**src/rtl/gapf_pkg.sv**
```systemverilog
package gapf_pkg;

  localparam int MaxWidth  = 8;
  localparam int MaxHeight = 8;
  localparam int Cells     = MaxWidth * MaxHeight;
  localparam int CellW     = $clog2(Cells);
  localparam int XW        = 3;
  localparam int YW        = 3;
  localparam int CostW     = 17;
  localparam int FW        = 18;
  localparam int CntW      = CellW + 1;
  localparam int CfgW      = 4;

  localparam logic [CostW-1:0] CostStraight = 17'd1000;
  localparam logic [CostW-1:0] CostDiag     = 17'd1414;

  localparam logic [1:0] FuncSetWall   = 2'd0;
  localparam logic [1:0] FuncClearCell = 2'd1;
  localparam logic [1:0] FuncFindPath  = 2'd2;

  localparam logic CfgIdxWidth  = 1'b0;
  localparam logic CfgIdxHeight = 1'b1;

  // datapath commands from the controller
  typedef struct packed {
    logic load;        // latch command word
    logic wall_wr;     // write wall map
    logic srch_init;   // clear marks, open start
    logic scan_clr;    // reset min scan
    logic scan_step;   // examine one cell
    logic pop;         // close the best cell
    logic nbr_step;    // relax one neighbour
    logic trace_init;  // begin back trace at goal
    logic trace_step;  // follow one parent pointer
    logic out_init;    // start emitting from the top of the buffer
    logic out_step;    // advance emit pointer
  } gapf_cmd_t;

  typedef struct packed {
    logic is_wall_cmd;
    logic is_search;
    logic in_grid;
    logic scan_done;
    logic have_best;
    logic best_is_goal;
    logic nbr_done;
    logic trace_done;
    logic out_last;
  } gapf_sts_t;

  function automatic logic signed [1:0] dir_dx(input logic [2:0] d);
    unique case (d)
      3'd0, 3'd3, 3'd5: dir_dx = -2'sd1;
      3'd1, 3'd6:       dir_dx = 2'sd0;
      default:          dir_dx = 2'sd1;
    endcase
  endfunction

  function automatic logic signed [1:0] dir_dy(input logic [2:0] d);
    unique case (d)
      3'd0, 3'd1, 3'd2: dir_dy = -2'sd1;
      3'd3, 3'd4:       dir_dy = 2'sd0;
      default:          dir_dy = 2'sd1;
    endcase
  endfunction

endpackage

```
**src/rtl/gapf_datapath.sv**
```systemverilog
module gapf_datapath (
  input  logic                clk_i,
  input  logic                rst_ni,
  input  logic                cfg_we_i,
  input  logic                cfg_idx_i,
  input  logic [3:0]          cfg_data_i,
  input  logic [1:0]          func_i,
  input  logic [2:0]          cell_x_i,
  input  logic [2:0]          cell_y_i,
  input  logic [2:0]          goal_x_i,
  input  logic [2:0]          goal_y_i,
  input  gapf_pkg::gapf_cmd_t cmd_i,
  output gapf_pkg::gapf_sts_t sts_o,
  output logic [2:0]          step_x_o,
  output logic [2:0]          step_y_o
);
  import gapf_pkg::*;

  logic [CfgW-1:0] gw_q, gh_q;
  logic [XW:0] w_eff;
  logic [YW:0] h_eff;

  logic [1:0]  func_q;
  logic [XW-1:0] sx_q, gx_q;
  logic [YW-1:0] sy_q, gy_q;

  logic [Cells-1:0] wall_q, open_q, closed_q;
  logic [CostW-1:0] cost_mem [Cells];
  logic [2:0]       par_mem  [Cells];
  logic [CellW-1:0] buf_mem  [Cells];

  logic [CellW-1:0] scan_q;
  logic             scan_end_q;
  logic             scv_q;       // scan read in flight
  logic [CellW-1:0] scp_q;       // cell of that read
  logic [CostW-1:0] cost_rd_q;   // registered cost read
  logic [CellW-1:0] rd_addr;
  logic             scan_go;
  logic             sc_take;
  logic             best_v_q;
  logic [CellW-1:0] best_q;
  logic [FW-1:0]    bf_q;
  logic [CostW-1:0] bg_q;

  logic [3:0]       nd_q;
  logic             nv_q;        // neighbour relax pending
  logic [CellW-1:0] nc_q;
  logic [CostW-1:0] ng_q;
  logic [2:0]       npd_q;
  logic             n_free;
  logic             n_upd;

  logic [CellW-1:0] tc_q, tc_d;
  logic [2:0]       pd_q;
  logic [CellW-1:0] par_c;
  logic             trace_adv;
  logic [CntW-1:0]  n_q;
  logic             tr_done_q;
  logic [CntW-1:0]  op_q, op_d;
  logic [CellW-1:0] oc_q;

  always_comb begin
    w_eff = (gw_q == '0) ? (XW+1)'(1) : (gw_q > CfgW'(MaxWidth)) ? (XW+1)'(MaxWidth)
          : gw_q[XW:0];
    h_eff = (gh_q == '0) ? (YW+1)'(1) : (gh_q > CfgW'(MaxHeight)) ? (YW+1)'(MaxHeight)
          : gh_q[YW:0];
  end

  always_ff @(posedge clk_i or negedge rst_ni) begin
    if (!rst_ni) begin
      gw_q <= CfgW'(MaxWidth);
      gh_q <= CfgW'(MaxHeight);
    end else if (cfg_we_i) begin
      if (cfg_idx_i == CfgIdxWidth) gw_q <= cfg_data_i;
      else                          gh_q <= cfg_data_i;
    end
  end

  always_ff @(posedge clk_i) begin
    if (cmd_i.load) begin
      func_q <= func_i;
      sx_q <= cell_x_i; sy_q <= cell_y_i;
      gx_q <= goal_x_i; gy_q <= goal_y_i;
    end
  end

  logic [CellW-1:0] start_c, goal_c;
  assign start_c = {sy_q, sx_q};
  assign goal_c  = {gy_q, gx_q};

  // scan: one cell read per cycle, compared in the cycle after, f = g + manhattan * 1000
  logic [XW-1:0] scx;
  logic [YW-1:0] scy;
  logic [XW-1:0] hdx;
  logic [YW-1:0] hdy;
  logic [XW:0]   hsum;
  logic [FW-1:0] f_c;
  logic          sc_in;
  assign scan_go = cmd_i.scan_step && !scan_end_q;
  assign scx = scp_q[XW-1:0];
  assign scy = scp_q[CellW-1:XW];
  assign hdx = (scx > gx_q) ? scx - gx_q : gx_q - scx;
  assign hdy = (scy > gy_q) ? scy - gy_q : gy_q - scy;
  assign hsum = {1'b0, hdx} + {1'b0, hdy};
  assign f_c = FW'(cost_rd_q) + FW'(hsum) * FW'(CostStraight);
  assign sc_in = ({1'b0, scx} < w_eff) && ({1'b0, scy} < h_eff) && open_q[scp_q];
  assign sc_take = scv_q && sc_in && (!best_v_q || f_c < bf_q);

  // neighbour of best cell
  logic [2:0]        nd;
  logic signed [4:0] nxs, nys;
  logic              n_ok, n_diag;
  logic [CellW-1:0]  nc;
  logic [CostW-1:0]  ng;
  assign nd   = nd_q[2:0];
  assign nxs  = $signed({2'b0, best_q[XW-1:0]}) + 5'(dir_dx(nd));
  assign nys  = $signed({2'b0, best_q[CellW-1:XW]}) + 5'(dir_dy(nd));
  assign n_ok = (nxs >= 0) && (nys >= 0) && (nxs < $signed({1'b0, w_eff}))
             && (nys < $signed({1'b0, h_eff}));
  assign nc   = {nys[YW-1:0], nxs[XW-1:0]};
  assign n_diag = (dir_dx(nd) != 0) && (dir_dy(nd) != 0);
  assign ng = bg_q + (n_diag ? CostDiag : CostStraight);
  assign n_free = n_ok && !wall_q[nc] && !closed_q[nc];
  // relax in the cycle after the cost read
  assign n_upd = nv_q && (!open_q[nc_q] || ng_q < cost_rd_q);

  // single cost read port, shared by scan and relax
  assign rd_addr = cmd_i.nbr_step ? nc : scan_q;

  // back trace
  logic signed [4:0] pxs, pys;
  logic              p_ok;
  assign pxs  = $signed({2'b0, tc_q[XW-1:0]}) - 5'(dir_dx(pd_q));
  assign pys  = $signed({2'b0, tc_q[CellW-1:XW]}) - 5'(dir_dy(pd_q));
  assign p_ok = (pxs >= 0) && (pys >= 0) && (pxs < $signed({1'b0, w_eff}))
             && (pys < $signed({1'b0, h_eff}));
  assign par_c = {pys[YW-1:0], pxs[XW-1:0]};
  assign trace_adv = cmd_i.trace_step && p_ok && !tr_done_q;

  always_comb begin
    tc_d = tc_q;
    if (cmd_i.trace_init)  tc_d = goal_c;
    else if (trace_adv)    tc_d = par_c;
  end

  always_comb begin
    op_d = op_q;
    if (cmd_i.out_init)      op_d = n_q - 1'b1;
    else if (cmd_i.out_step) op_d = op_q - 1'b1;
  end

  always_ff @(posedge clk_i or negedge rst_ni) begin
    if (!rst_ni) begin
      wall_q <= '0; open_q <= '0; closed_q <= '0;
      scan_q <= '0; scan_end_q <= 1'b0; scv_q <= 1'b0; best_v_q <= 1'b0;
      nd_q <= '0; nv_q <= 1'b0; n_q <= '0; tr_done_q <= 1'b0; op_q <= '0;
    end else begin
      if (cmd_i.wall_wr && ({1'b0, sx_q} < w_eff) && ({1'b0, sy_q} < h_eff))
        wall_q[start_c] <= (func_q == FuncSetWall);
      if (cmd_i.srch_init) begin
        open_q <= Cells'(1) << start_c;
        closed_q <= '0;
      end
      if (cmd_i.scan_clr) begin
        scan_q <= '0; scan_end_q <= 1'b0; best_v_q <= 1'b0;
      end else begin
        if (scan_go) begin
          scan_q <= scan_q + 1'b1;
          if (scan_q == CellW'(Cells - 1)) scan_end_q <= 1'b1;
        end
        if (sc_take) best_v_q <= 1'b1;
      end
      scv_q <= scan_go;
      if (cmd_i.pop) begin
        open_q[best_q] <= 1'b0;
        if (best_q != goal_c) closed_q[best_q] <= 1'b1;
        nd_q <= '0;
      end
      if (cmd_i.nbr_step) nd_q <= nd_q + 1'b1;
      nv_q <= cmd_i.nbr_step && n_free;
      if (nv_q) open_q[nc_q] <= 1'b1;
      if (cmd_i.trace_init) begin
        n_q <= CntW'(1); tr_done_q <= (goal_c == start_c);
      end else if (cmd_i.trace_step) begin
        if (!p_ok) tr_done_q <= 1'b1;
        else begin
          n_q <= n_q + 1'b1;
          if (par_c == start_c || n_q + 1'b1 == CntW'(Cells))
            tr_done_q <= 1'b1;
        end
      end
      op_q <= op_d;
    end
  end

  always_ff @(posedge clk_i) begin
    cost_rd_q <= cost_mem[rd_addr];
    scp_q <= scan_q;
    nc_q <= nc; ng_q <= ng; npd_q <= nd;
    if (cmd_i.srch_init) cost_mem[start_c] <= '0;
    if (sc_take) begin
      best_q <= scp_q; bf_q <= f_c; bg_q <= cost_rd_q;
    end
    if (n_upd) begin
      cost_mem[nc_q] <= ng_q;
      par_mem[nc_q]  <= npd_q;
    end
    pd_q <= par_mem[tc_d];
    tc_q <= tc_d;
    if (cmd_i.trace_init) buf_mem[0] <= goal_c;
    else if (trace_adv)   buf_mem[n_q[CellW-1:0]] <= par_c;
    oc_q <= buf_mem[op_d[CellW-1:0]];
  end

  assign step_x_o = oc_q[XW-1:0];
  assign step_y_o = oc_q[CellW-1:XW];

  always_comb begin
    sts_o = '0;
    sts_o.is_wall_cmd = (func_q == FuncSetWall) || (func_q == FuncClearCell);
    sts_o.is_search   = (func_q == FuncFindPath);
    sts_o.in_grid     = ({1'b0, sx_q} < w_eff) && ({1'b0, sy_q} < h_eff)
                     && ({1'b0, gx_q} < w_eff) && ({1'b0, gy_q} < h_eff);
    sts_o.scan_done   = scan_end_q && !scv_q;
    sts_o.have_best   = best_v_q;
    sts_o.best_is_goal = (best_q == goal_c);
    sts_o.nbr_done    = nd_q[3];
    sts_o.trace_done  = tr_done_q;
    sts_o.out_last    = (op_q == '0);
  end

endmodule

```
**src/rtl/gapf_ctrl.sv**
```systemverilog
module gapf_ctrl (
  input  logic                clk_i,
  input  logic                rst_ni,
  input  logic                in_valid_i,
  output logic                in_ready_o,
  output logic                out_valid_o,
  input  logic                out_ready_i,
  output logic                found_o,
  output logic                last_o,
  input  gapf_pkg::gapf_sts_t sts_i,
  output gapf_pkg::gapf_cmd_t cmd_o
);
  import gapf_pkg::*;

  typedef enum logic [8:0] {
    StIdle  = 9'b000000001,
    StDec   = 9'b000000010,
    StScan  = 9'b000000100,
    StPick  = 9'b000001000,
    StNbr   = 9'b000010000,
    StTrace = 9'b000100000,
    StOut   = 9'b001000000,
    StNf    = 9'b010000000,
    StOInit = 9'b100000000
  } state_e;

  state_e state_q, state_d;

  always_comb begin
    state_d = state_q;
    cmd_o = '0;
    in_ready_o = 1'b0;
    out_valid_o = 1'b0;
    found_o = 1'b0;
    last_o = 1'b0;
    unique case (state_q)
      StIdle: begin
        in_ready_o = 1'b1;
        if (in_valid_i) begin
          cmd_o.load = 1'b1;
          state_d = StDec;
        end
      end
      StDec: begin
        if (sts_i.is_wall_cmd) begin
          cmd_o.wall_wr = 1'b1;
          state_d = StIdle;
        end else if (!sts_i.is_search) state_d = StIdle;
        else if (!sts_i.in_grid) state_d = StNf;
        else begin
          cmd_o.srch_init = 1'b1;
          cmd_o.scan_clr = 1'b1;
          state_d = StScan;
        end
      end
      StScan: begin
        if (sts_i.scan_done) state_d = StPick;
        else cmd_o.scan_step = 1'b1;
      end
      StPick: begin
        if (!sts_i.have_best) state_d = StNf;
        else begin
          cmd_o.pop = 1'b1;
          if (sts_i.best_is_goal) begin
            cmd_o.trace_init = 1'b1;
            state_d = StTrace;
          end else state_d = StNbr;
        end
      end
      StNbr: begin
        if (sts_i.nbr_done) begin
          cmd_o.scan_clr = 1'b1;
          state_d = StScan;
        end else cmd_o.nbr_step = 1'b1;
      end
      StTrace: begin
        if (sts_i.trace_done) state_d = StOInit;
        else cmd_o.trace_step = 1'b1;
      end
      StOInit: begin
        cmd_o.out_init = 1'b1;
        state_d = StOut;
      end
      StOut: begin
        out_valid_o = 1'b1;
        found_o = 1'b1;
        last_o = sts_i.out_last;
        if (out_ready_i) begin
          cmd_o.out_step = 1'b1;
          if (sts_i.out_last) state_d = StIdle;
        end
      end
      StNf: begin
        out_valid_o = 1'b1;
        last_o = 1'b1;
        if (out_ready_i) state_d = StIdle;
      end
      default: state_d = StIdle;
    endcase
  end

  always_ff @(posedge clk_i or negedge rst_ni) begin
    if (!rst_ni) state_q <= StIdle;
    else         state_q <= state_d;
  end

  assert property (@(posedge clk_i) disable iff (!rst_ni)
    $onehot({cmd_o.scan_step, cmd_o.nbr_step, cmd_o.trace_step, cmd_o.out_step}) ||
    ({cmd_o.scan_step, cmd_o.nbr_step, cmd_o.trace_step, cmd_o.out_step} == '0))
    else $error("datapath commands overlap");
  assert property (@(posedge clk_i) disable iff (!rst_ni)
    (out_valid_o && !found_o) |-> last_o)
    else $error("not-found word without last");
  assert property (@(posedge clk_i) disable iff (!rst_ni)
    (out_valid_o && !out_ready_i) |=> out_valid_o)
    else $error("result dropped while stalled");

endmodule

```
**src/rtl/grid_astar_path_finder_top.sv**
```systemverilog
// 8-connected a* path finder on a grid of up to 8x8 cells. a command word either
// sets a wall, clears a cell or runs a search from (cell_x, cell_y) to
// (goal_x, goal_y); a search returns the path cells start to goal, last marked,
// or a single not-found word; other func codes are ignored. a search repeats a
// pipelined serial min-f scan over all cells, one pick and the relaxation of the
// eight neighbours for each expanded cell, then a back trace of one path cell
// per cycle and the emission of one word per cycle while the receiver is ready.
// the serial scan dominates the cost of a search. grid size registers are written
// through the cfg port; the user must write them only while idle, the block does not enforce it.
module grid_astar_path_finder_top (
  input  logic       clk_i,
  input  logic       rst_ni,
  input  logic       cfg_we_i,
  input  logic       cfg_idx_i,
  input  logic [3:0] cfg_data_i,
  input  logic       in_valid_i,
  output logic       in_ready_o,
  input  logic [1:0] func_i,
  input  logic [2:0] cell_x_i,
  input  logic [2:0] cell_y_i,
  input  logic [2:0] goal_x_i,
  input  logic [2:0] goal_y_i,
  output logic       out_valid_o,
  input  logic       out_ready_i,
  output logic [2:0] step_x_o,
  output logic [2:0] step_y_o,
  output logic       found_o,
  output logic       last_o
);
  import gapf_pkg::*;

  gapf_cmd_t cmd;
  gapf_sts_t sts;
  logic [2:0] px, py;

  // controller sequences scan, expand, trace and emit
  gapf_ctrl u_ctrl (
    .clk_i, .rst_ni, .in_valid_i, .in_ready_o, .out_valid_o, .out_ready_i,
    .found_o, .last_o, .sts_i(sts), .cmd_o(cmd)
  );

  // datapath holds wall map, marks, costs, parents and path buffer
  gapf_datapath u_dp (
    .clk_i, .rst_ni, .cfg_we_i, .cfg_idx_i, .cfg_data_i, .func_i, .cell_x_i,
    .cell_y_i, .goal_x_i, .goal_y_i, .cmd_i(cmd), .sts_o(sts),
    .step_x_o(px), .step_y_o(py)
  );

  // not-found word reads as cell zero
  assign step_x_o = found_o ? px : 3'd0;
  assign step_y_o = found_o ? py : 3'd0;

endmodule

```
**config.mk**
```make
export PLATFORM = sky130hd
export DESIGN_NAME = grid_astar_path_finder_top
export DESIGN_NICKNAME = d
export VERILOG_FILES = /design/src/rtl/gapf_pkg.sv /design/src/rtl/gapf_datapath.sv /design/src/rtl/gapf_ctrl.sv /design/src/rtl/grid_astar_path_finder_top.sv
export SDC_FILE = /design/constraint.sdc
export NUM_CORES = 2
export LEC_CHECK = 0
export BUFFER_PORTS_ARGS = -buffer_cell sky130_fd_sc_hd__buf_2
export CORE_ASPECT_RATIO = 1.2
export CORE_MARGIN = 4
export CORE_UTILIZATION = 35
export DETAILED_ROUTE_END_ITERATION = 8
export SETUP_SLACK_MARGIN = 0.15
export SLEW_MARGIN = 20
export SYNTH_ARGS = -nofsm -noshare
export SYNTH_HDL_FRONTEND = slang
export SYNTH_SLANG_ARGS = --single-unit
```
**constraint.sdc**
```tcl
create_clock -name clk_i -period 33.9 [get_ports clk_i]
set_input_delay 3.39 -clock clk_i [delete_from_list [all_inputs] [get_ports clk_i]]
set_output_delay 3.39 -clock clk_i [all_outputs]
set_load 0.02 [all_outputs]
```
[Yosys cells after proc, flatten, opt, wreduce, memory -nomap -nowiden]
Memory sizes are Yosys's and may differ from the RTL's. A register that Yosys moved wholly into a read port is not among the register bits.
Cells that the tools add are included.
Storage, ports and cells
  bits in registers: 331
  bits in writable memories: 1664
  word-level logic and storage cells: 296
  memories: 3
Cells by class
  $add $sub $neg: 16
  $mul: 1
  magnitude comparators: 28
  equality and inequality tests: 37
  shifts and indexed selects: 1
  mux-type cells: 107
  bitwise operators: 5
  reduce and logical (&&, ||, !) cells: 69
Memories
  u_dp.cost_mem: words 64, width 17, rd ports 1, clocked after memory_dff 1, write ports 2, line gapf_datapath.sv:28  | logic [CostW-1:0] cost_mem [Cells];
  u_dp.buf_mem: words 64, width 6, rd ports 1, clocked after memory_dff 1, write ports 1, line gapf_datapath.sv:30  | logic [CellW-1:0] buf_mem [Cells];
  u_dp.par_mem: words 64, width 3, rd ports 1, clocked after memory_dff 1, write ports 1, line gapf_datapath.sv:29  | logic [2:0] par_mem [Cells];
Operators by type and width (count)
  two-way mux 64 bit: 6
  OR 64 bit: 2
  one-hot mux 9 bit (9 select lines): 1
  two-way mux 9 bit: 8
  AND 64 bit: 1
  bitwise mux 64 bit: 1
  inverter 64 bit: 1
  nonzero test 32 bit: 2
  left shift 1 x 6 -> 64 bit (first input constant): 1
  two-way mux 6 bit: 8
  two-way mux 1 bit: 47
  less-than comparator 6 x 7 -> 1 bit (second input constant): 5
  two-way mux 7 bit: 5
  logical AND 1 bit: 27
  binary-select mux 1 bit (select 6 bit): 4
  less-than comparator 3 x 4 -> 1 bit: 6
  two-way mux 4 bit: 6
  two-way mux 8 bit: 3
  >= comparator 5 x 1 -> 1 bit (second input constant): 4
  less-than comparator 5 bit: 4
  adder 17 x 14 -> 18 bit: 1
  demux 1 bit (select 6 bit): 3
  equality test 3 bit (second input constant): 6
  equality test 6 bit: 3
  other kinds (52): 109

[Depth between registers and ports, before layout]
  depth in word-level cells: 16
  gate-level depth with buffers: 36

[Modules after synthesis]
Synthesis repeated with hierarchy kept, for this count alone.
Second synthesis, totals
  cell total of the unflattened synthesis: 8558
  area, all modules: 95894.5 um^2
Modules (own cells, without submodules)
  gapf_datapath: instances 1, cells an instance 8468, area each 95156.3 um^2, sequential area each 58543.6 um^2
  gapf_ctrl: instances 1, cells an instance 84, area each 700.7 um^2, sequential area each 226.5 um^2
  grid_astar_path_finder_top: instances 1, cells an instance 6, area each 37.5 um^2, sequential area each 0.0 um^2

[Worst setup path after synthesis]
OpenSTA, ideal clock, no wires.
  path kind: register -> register
  start: register u_dp.scp_q[0]
  end: register u_dp.best_q[0], enable pin
  arrival time: 10.149 ns
  slack: 23.260 ns
  cell stages (with the launch flop): 34
  cells stage by stage: dfxtp_1 > clkbuf_1 > buf_1 > inv_1 > ha_1 > inv_1 > a21o_1 > a21oi_1 > a31oi_1 > mux2_2 > fa_1 > inv_1 > fa_1 > inv_1 > fa_1 > ha_1 > a21o_1 > a21oi_1 > inv_1 > a21oi_1 > o32ai_1 > xor2_1 > ha_1 > a21o_1 > a31oi_1 > nor2b_1 > o21ai_0 > xnor2_1 > ha_1 > a21o_1 > a21o_1 > a21oi_1 > o21ai_0 > a21boi_0
On the way
  longest elaborated chain between the ends: 8
RTL lines
  start, declared: line gapf_datapath.sv:35  | logic [CellW-1:0] scp_q;
  start signal, assigned: line gapf_datapath.sv:198  | scp_q <= scan_q;
  subtractor 3 bit / > comparator 3 bit (equally long branches): line gapf_datapath.sv:102  | assign hdx = (scx > gx_q) ? scx - gx_q : gx_q - scx;
  two-way mux 3 bit *: line gapf_datapath.sv:102
  adder 3 x 3 -> 4 bit *: line gapf_datapath.sv:104  | assign hsum = {1'b0, hdx} + {1'b0, hdy};
  multiplier 4 x 7 -> 11 bit *: line gapf_datapath.sv:105  | assign f_c = FW'(cost_rd_q) + FW'(hsum) * FW'(CostStraight);
  adder 17 x 14 -> 18 bit *: line gapf_datapath.sv:105
  via u_dp.f_c[15]: line gapf_datapath.sv:97  | logic [FW-1:0] f_c;
  less-than comparator 18 bit *: line gapf_datapath.sv:107  | assign sc_take = scv_q && sc_in && (!best_v_q || f_c < bf_q);
  logical OR 1 bit *: line gapf_datapath.sv:107
  logical AND 1 bit *: line gapf_datapath.sv:107
  via u_dp.sc_take: line gapf_datapath.sv:39  | logic sc_take;
  end signal, assigned: line gapf_datapath.sv:202  | best_q <= scp_q; bf_q <= f_c; bg_q <= cost_rd_q;
  end, declared: line gapf_datapath.sv:41  | logic [CellW-1:0] best_q;
The timed path passes the listed nets; every way through them passes the cells marked *. The select of a mux whose other input is x is not followed.
A chain may end at the register's enable or synchronous reset.

[Worst setup path in the final report]
  start: register u_dp.gx_q[1]
  end: register u_dp.bg_q[10], enable pin
On the way
  longest elaborated chain between the ends: 8
RTL lines
  start, declared: line gapf_datapath.sv:24  | logic [XW-1:0] sx_q, gx_q;
  start signal, assigned: line gapf_datapath.sv:83  | gx_q <= goal_x_i; gy_q <= goal_y_i;
  subtractor 3 bit / > comparator 3 bit (equally long branches): line gapf_datapath.sv:102
  two-way mux 3 bit *: line gapf_datapath.sv:102
  adder 3 x 3 -> 4 bit *: line gapf_datapath.sv:104
  multiplier 4 x 7 -> 11 bit *: line gapf_datapath.sv:105
  adder 17 x 14 -> 18 bit *: line gapf_datapath.sv:105
  via u_dp.f_c[15]: line gapf_datapath.sv:97
  less-than comparator 18 bit *: line gapf_datapath.sv:107
  logical OR 1 bit *: line gapf_datapath.sv:107
  logical AND 1 bit *: line gapf_datapath.sv:107
  via u_dp.sc_take: line gapf_datapath.sv:39
  end signal, assigned: line gapf_datapath.sv:202
  end, declared: line gapf_datapath.sv:43  | logic [CostW-1:0] bg_q;
The timed path passes the listed nets; every way through them passes the cells marked *.

==> metrics <==
status completed; DPL Wire Length 170000 um; Reg2Reg Launch Point u_dp.gx_q[1]; Slowest cell on crit path fa_1; hold path depth 0; Routed WL per cell 24.5 um; register area share after synthesis 62.1%; Slew Viols, Final 0; RSZ-0062 raised after global routing no; IO Count 34; synth top area cells edfxtp_1 54%, and2_1 7.3%, nand2_1 6.2%, dfrtp_1 6.2%, nand3_1 2.3%; fraction of registers with async set or reset after synthesis 11.8%; clk_skew 0.0379 ns; XOR/XNOR share of the synthesized area 0.741%; fin crit period 8.92 ns; IO buf count 33; reg2reg setup slack 24.98 ns; HP Start u_dp.bg_q[0]; final hold viol count 0; cell count after synthesis 8326; Iteration-0 DRC Markers 7715; final non-filler cell total 11803; CP required 34.41 ns; R2R Path End u_dp.bg_q[10]; dpl cells 11395; Root Buffer clkbuf_16; CTS max path bufs 3; main combinational cell family by area after synthesis simple AND/OR/NAND/NOR gates; leakage 37.6 nW; Core Footprint 268000 sq um; Final Instance Area 105000 sq um; nets@finish 8210; Reg clk slew, reported paths 0.06 ns; Post-CTS Hold Buffers 0; drc violations 0; Final Cycle Share 26.3%; critical path class reg -> reg; Setup crit end kind flop; slew margin rel. 18.7%; Yosys top cell by area edfxtp_1; synthesized area 94600 sq um; largest net degree at the start of global routing 127; Yosys Warn Count 0; met1 usage 26.4%; Final ANT Viol Nets 0; slowest cell delay on critical path 0.68 ns; Synth-to-Final Area Change 11.2%; Crit Path Max Fanout 23; initial antenna violation count 8; CTS Buf Count 215; CTS H-tree depth 4; fillers 25329; Post-CTS Setup Bufs 0; share of layout cells above drive strength 1 9.28%; die width 483 um; DRT Pass-1 Iters 6; Peak Freq 112 MHz; Vias/cell 5.55; Vias 65456; Cell variety after synth 95; mux cell area share after synthesis 2.58%; most common cell after layout, fill and taps aside edfxtp_1; total gr overflow 0; DP Area 98200 sq um; VDD IR max 197 uV; most used cell, CP a21o_1; gpl congestion 0.893; register bit count reported by yosys 2018; share of the synthesized area in the top cell type 54.5%; Starting Density 35.3%; met2 GRT Util 33.2%; footprint of the multi-input gates 33400 sq um; clock sinks 2018; first-pass GRT wire length 426000 um; Synthesized Nets 8493; WP data arrival 9.43 ns; most frequent cells in the layout 1716 x edfxtp_1, 1568 x nand2_1, 1102 x and2_1, 425 x nand3_1, 266 x nor2_1; Synth Area in Compound Gates 8.67%; Rows 208; Startpoint Class flop; die span in y 577 um; final hold slack 0.378 ns; CTS tree done; M3 GR Usage 3.35%; worst-skew pair later-pin latency 0.87 ns; Synth Area in Adders 2.02%; post-synthesis simple-gate area fraction 20.4%; Worst Hold Class reg -> reg; GRT Overall Usage 20.2%; Worst-Margin Slew 1.22 ns; Hold Path End u_dp.ng_q[0]; PostCTS Resize Cnt 0; Post-synth EDFFs 1716; R2R depth 31; Most Crowded Layer GR met2; Pwr Density 71.1 nW/um^2; final setup violation count 0; vias in the first global route 63942; setup TNS 0 ns; die area 279000 sq um; WL final 289000 um; Max Cap Viol 0; mean area per synthesized cell 11.4 sq um; FF+latch area 58800 sq um; Synth Flop Type edfxtp_1
[critical path: cells and delay by family (launching register included)]
kind	cells	cell delay [ns]
AO/OA/AOI/OAI	15	3.13
adder cells (fa/ha/maj)	7	2.95
buffers and inverters	5	1.02
flip-flops	1	0.58
multiplexers	1	0.40
XOR/XNOR	2	0.40
AND/OR/NAND/NOR	1	0.09
[final cells by class]
class                      instances  area share, %
clock inverter                   117          0.972
clock buffer                     283           5.49
sequential                      2018           55.9
inverter                         116          0.419
multi-input combinational       5521           31.7
timing repair buffer             171           1.22
tap                             3570           4.25
antenna                            7         0.0167
[synthesized netlist by cell type, drive strengths merged, types with 16 or more instances]
library cell	n
and3	145
edfxtp	1716
a211oi	68
inv	115
clkbuf	444
a31oi	109
buf	227
dfxtp	64
fa	16
a311oi	191
a21o	32
dfrtp	235
o31ai	67
nor3	122
mux4	32
o21ai	206
or2	17
a32oi	28
nand3	430
o2111ai	18
nand2	1575
mux2i	139
xor2	38
ha	127
nand4	52
nand2b	34
and2	1102
xnor2	42
a311o	18
nor2	332
a21oi	234
o22ai	133
mux2	29
nor4	16
[routing by layer]
layer | part of all wire, % | wire, um
met1 | 40 | 115000
met2 | 48 | 139000
met4 | 4.3 | 12600
met5 | 0.019 | 55
met3 | 7.8 | 22600
[cell families (layout without fill, tap and decap cells)]
| group | count (synthesis) | after routing |
|---|---|---|
| and+or+nand+nor | 3891 | 3891 |
| DFF | 2018 | 2018 |
| AOI/OAI and AO/OA | 1207 | 1207 |
| buffers and inverters | 787 | 687 |
| muxes | 200 | 200 |
| adders and majority gates | 143 | 143 |
| xor gates and xnor gates | 80 | 80 |
| other | 0 | 7 |
[sequential cells by signal (all words and copies together), names as in the netlist, 7 cells and up]
name and flops:
u_dp.cost_mem 1088, u_dp.buf_mem 384, u_dp.par_mem 192, u_dp.closed_q 64
u_dp.open_q 64, u_dp.wall_q 64, u_dp.bg_q 17, u_dp.cost_rd_q 17
u_dp.ng_q 17, u_dp.bf_q 15, u_ctrl.state_q 9, u_dp.n_q 7
u_dp.op_q 7
[how the worst max path moves through the flow]
stage                        from              to  slack [ns]
detailed placement   u_dp.gx_q[1]   u_dp.bf_q[10]       25.07
floorplan           u_dp.scp_q[0]  u_dp.best_q[0]       23.26
global route        u_dp.scp_q[4]   u_dp.bg_q[10]       24.42
global placement     u_dp.gx_q[1]   u_dp.bf_q[10]       25.03
CTS                  u_dp.gx_q[1]    u_dp.bg_q[6]       24.99
finish               u_dp.gx_q[1]   u_dp.bg_q[10]       24.98
[power by group]
part,switching [mW],total (mW),internal [mW]
Clock,0.997,2.29,1.30
Combinational,1.43,2.37,0.938
Sequential,0.0198,2.81,2.79
[through the flow]
| stage | power [mW] | setup slack (ns) | utilization, % |
|---|---|---|---|
| floorplan | 4.61 | 23.26 | - |
| global placement | 5.18 | 25.03 | 36.6 |
| global route | 7.89 | 24.42 | 39.2 |
| CTS | 7.49 | 24.99 | 39.1 |
| detailed placement | 5.20 | 25.07 | 36.6 |
| finish | 7.48 | 24.98 | 39.2 |
Power figures use the tool's default switching activity.
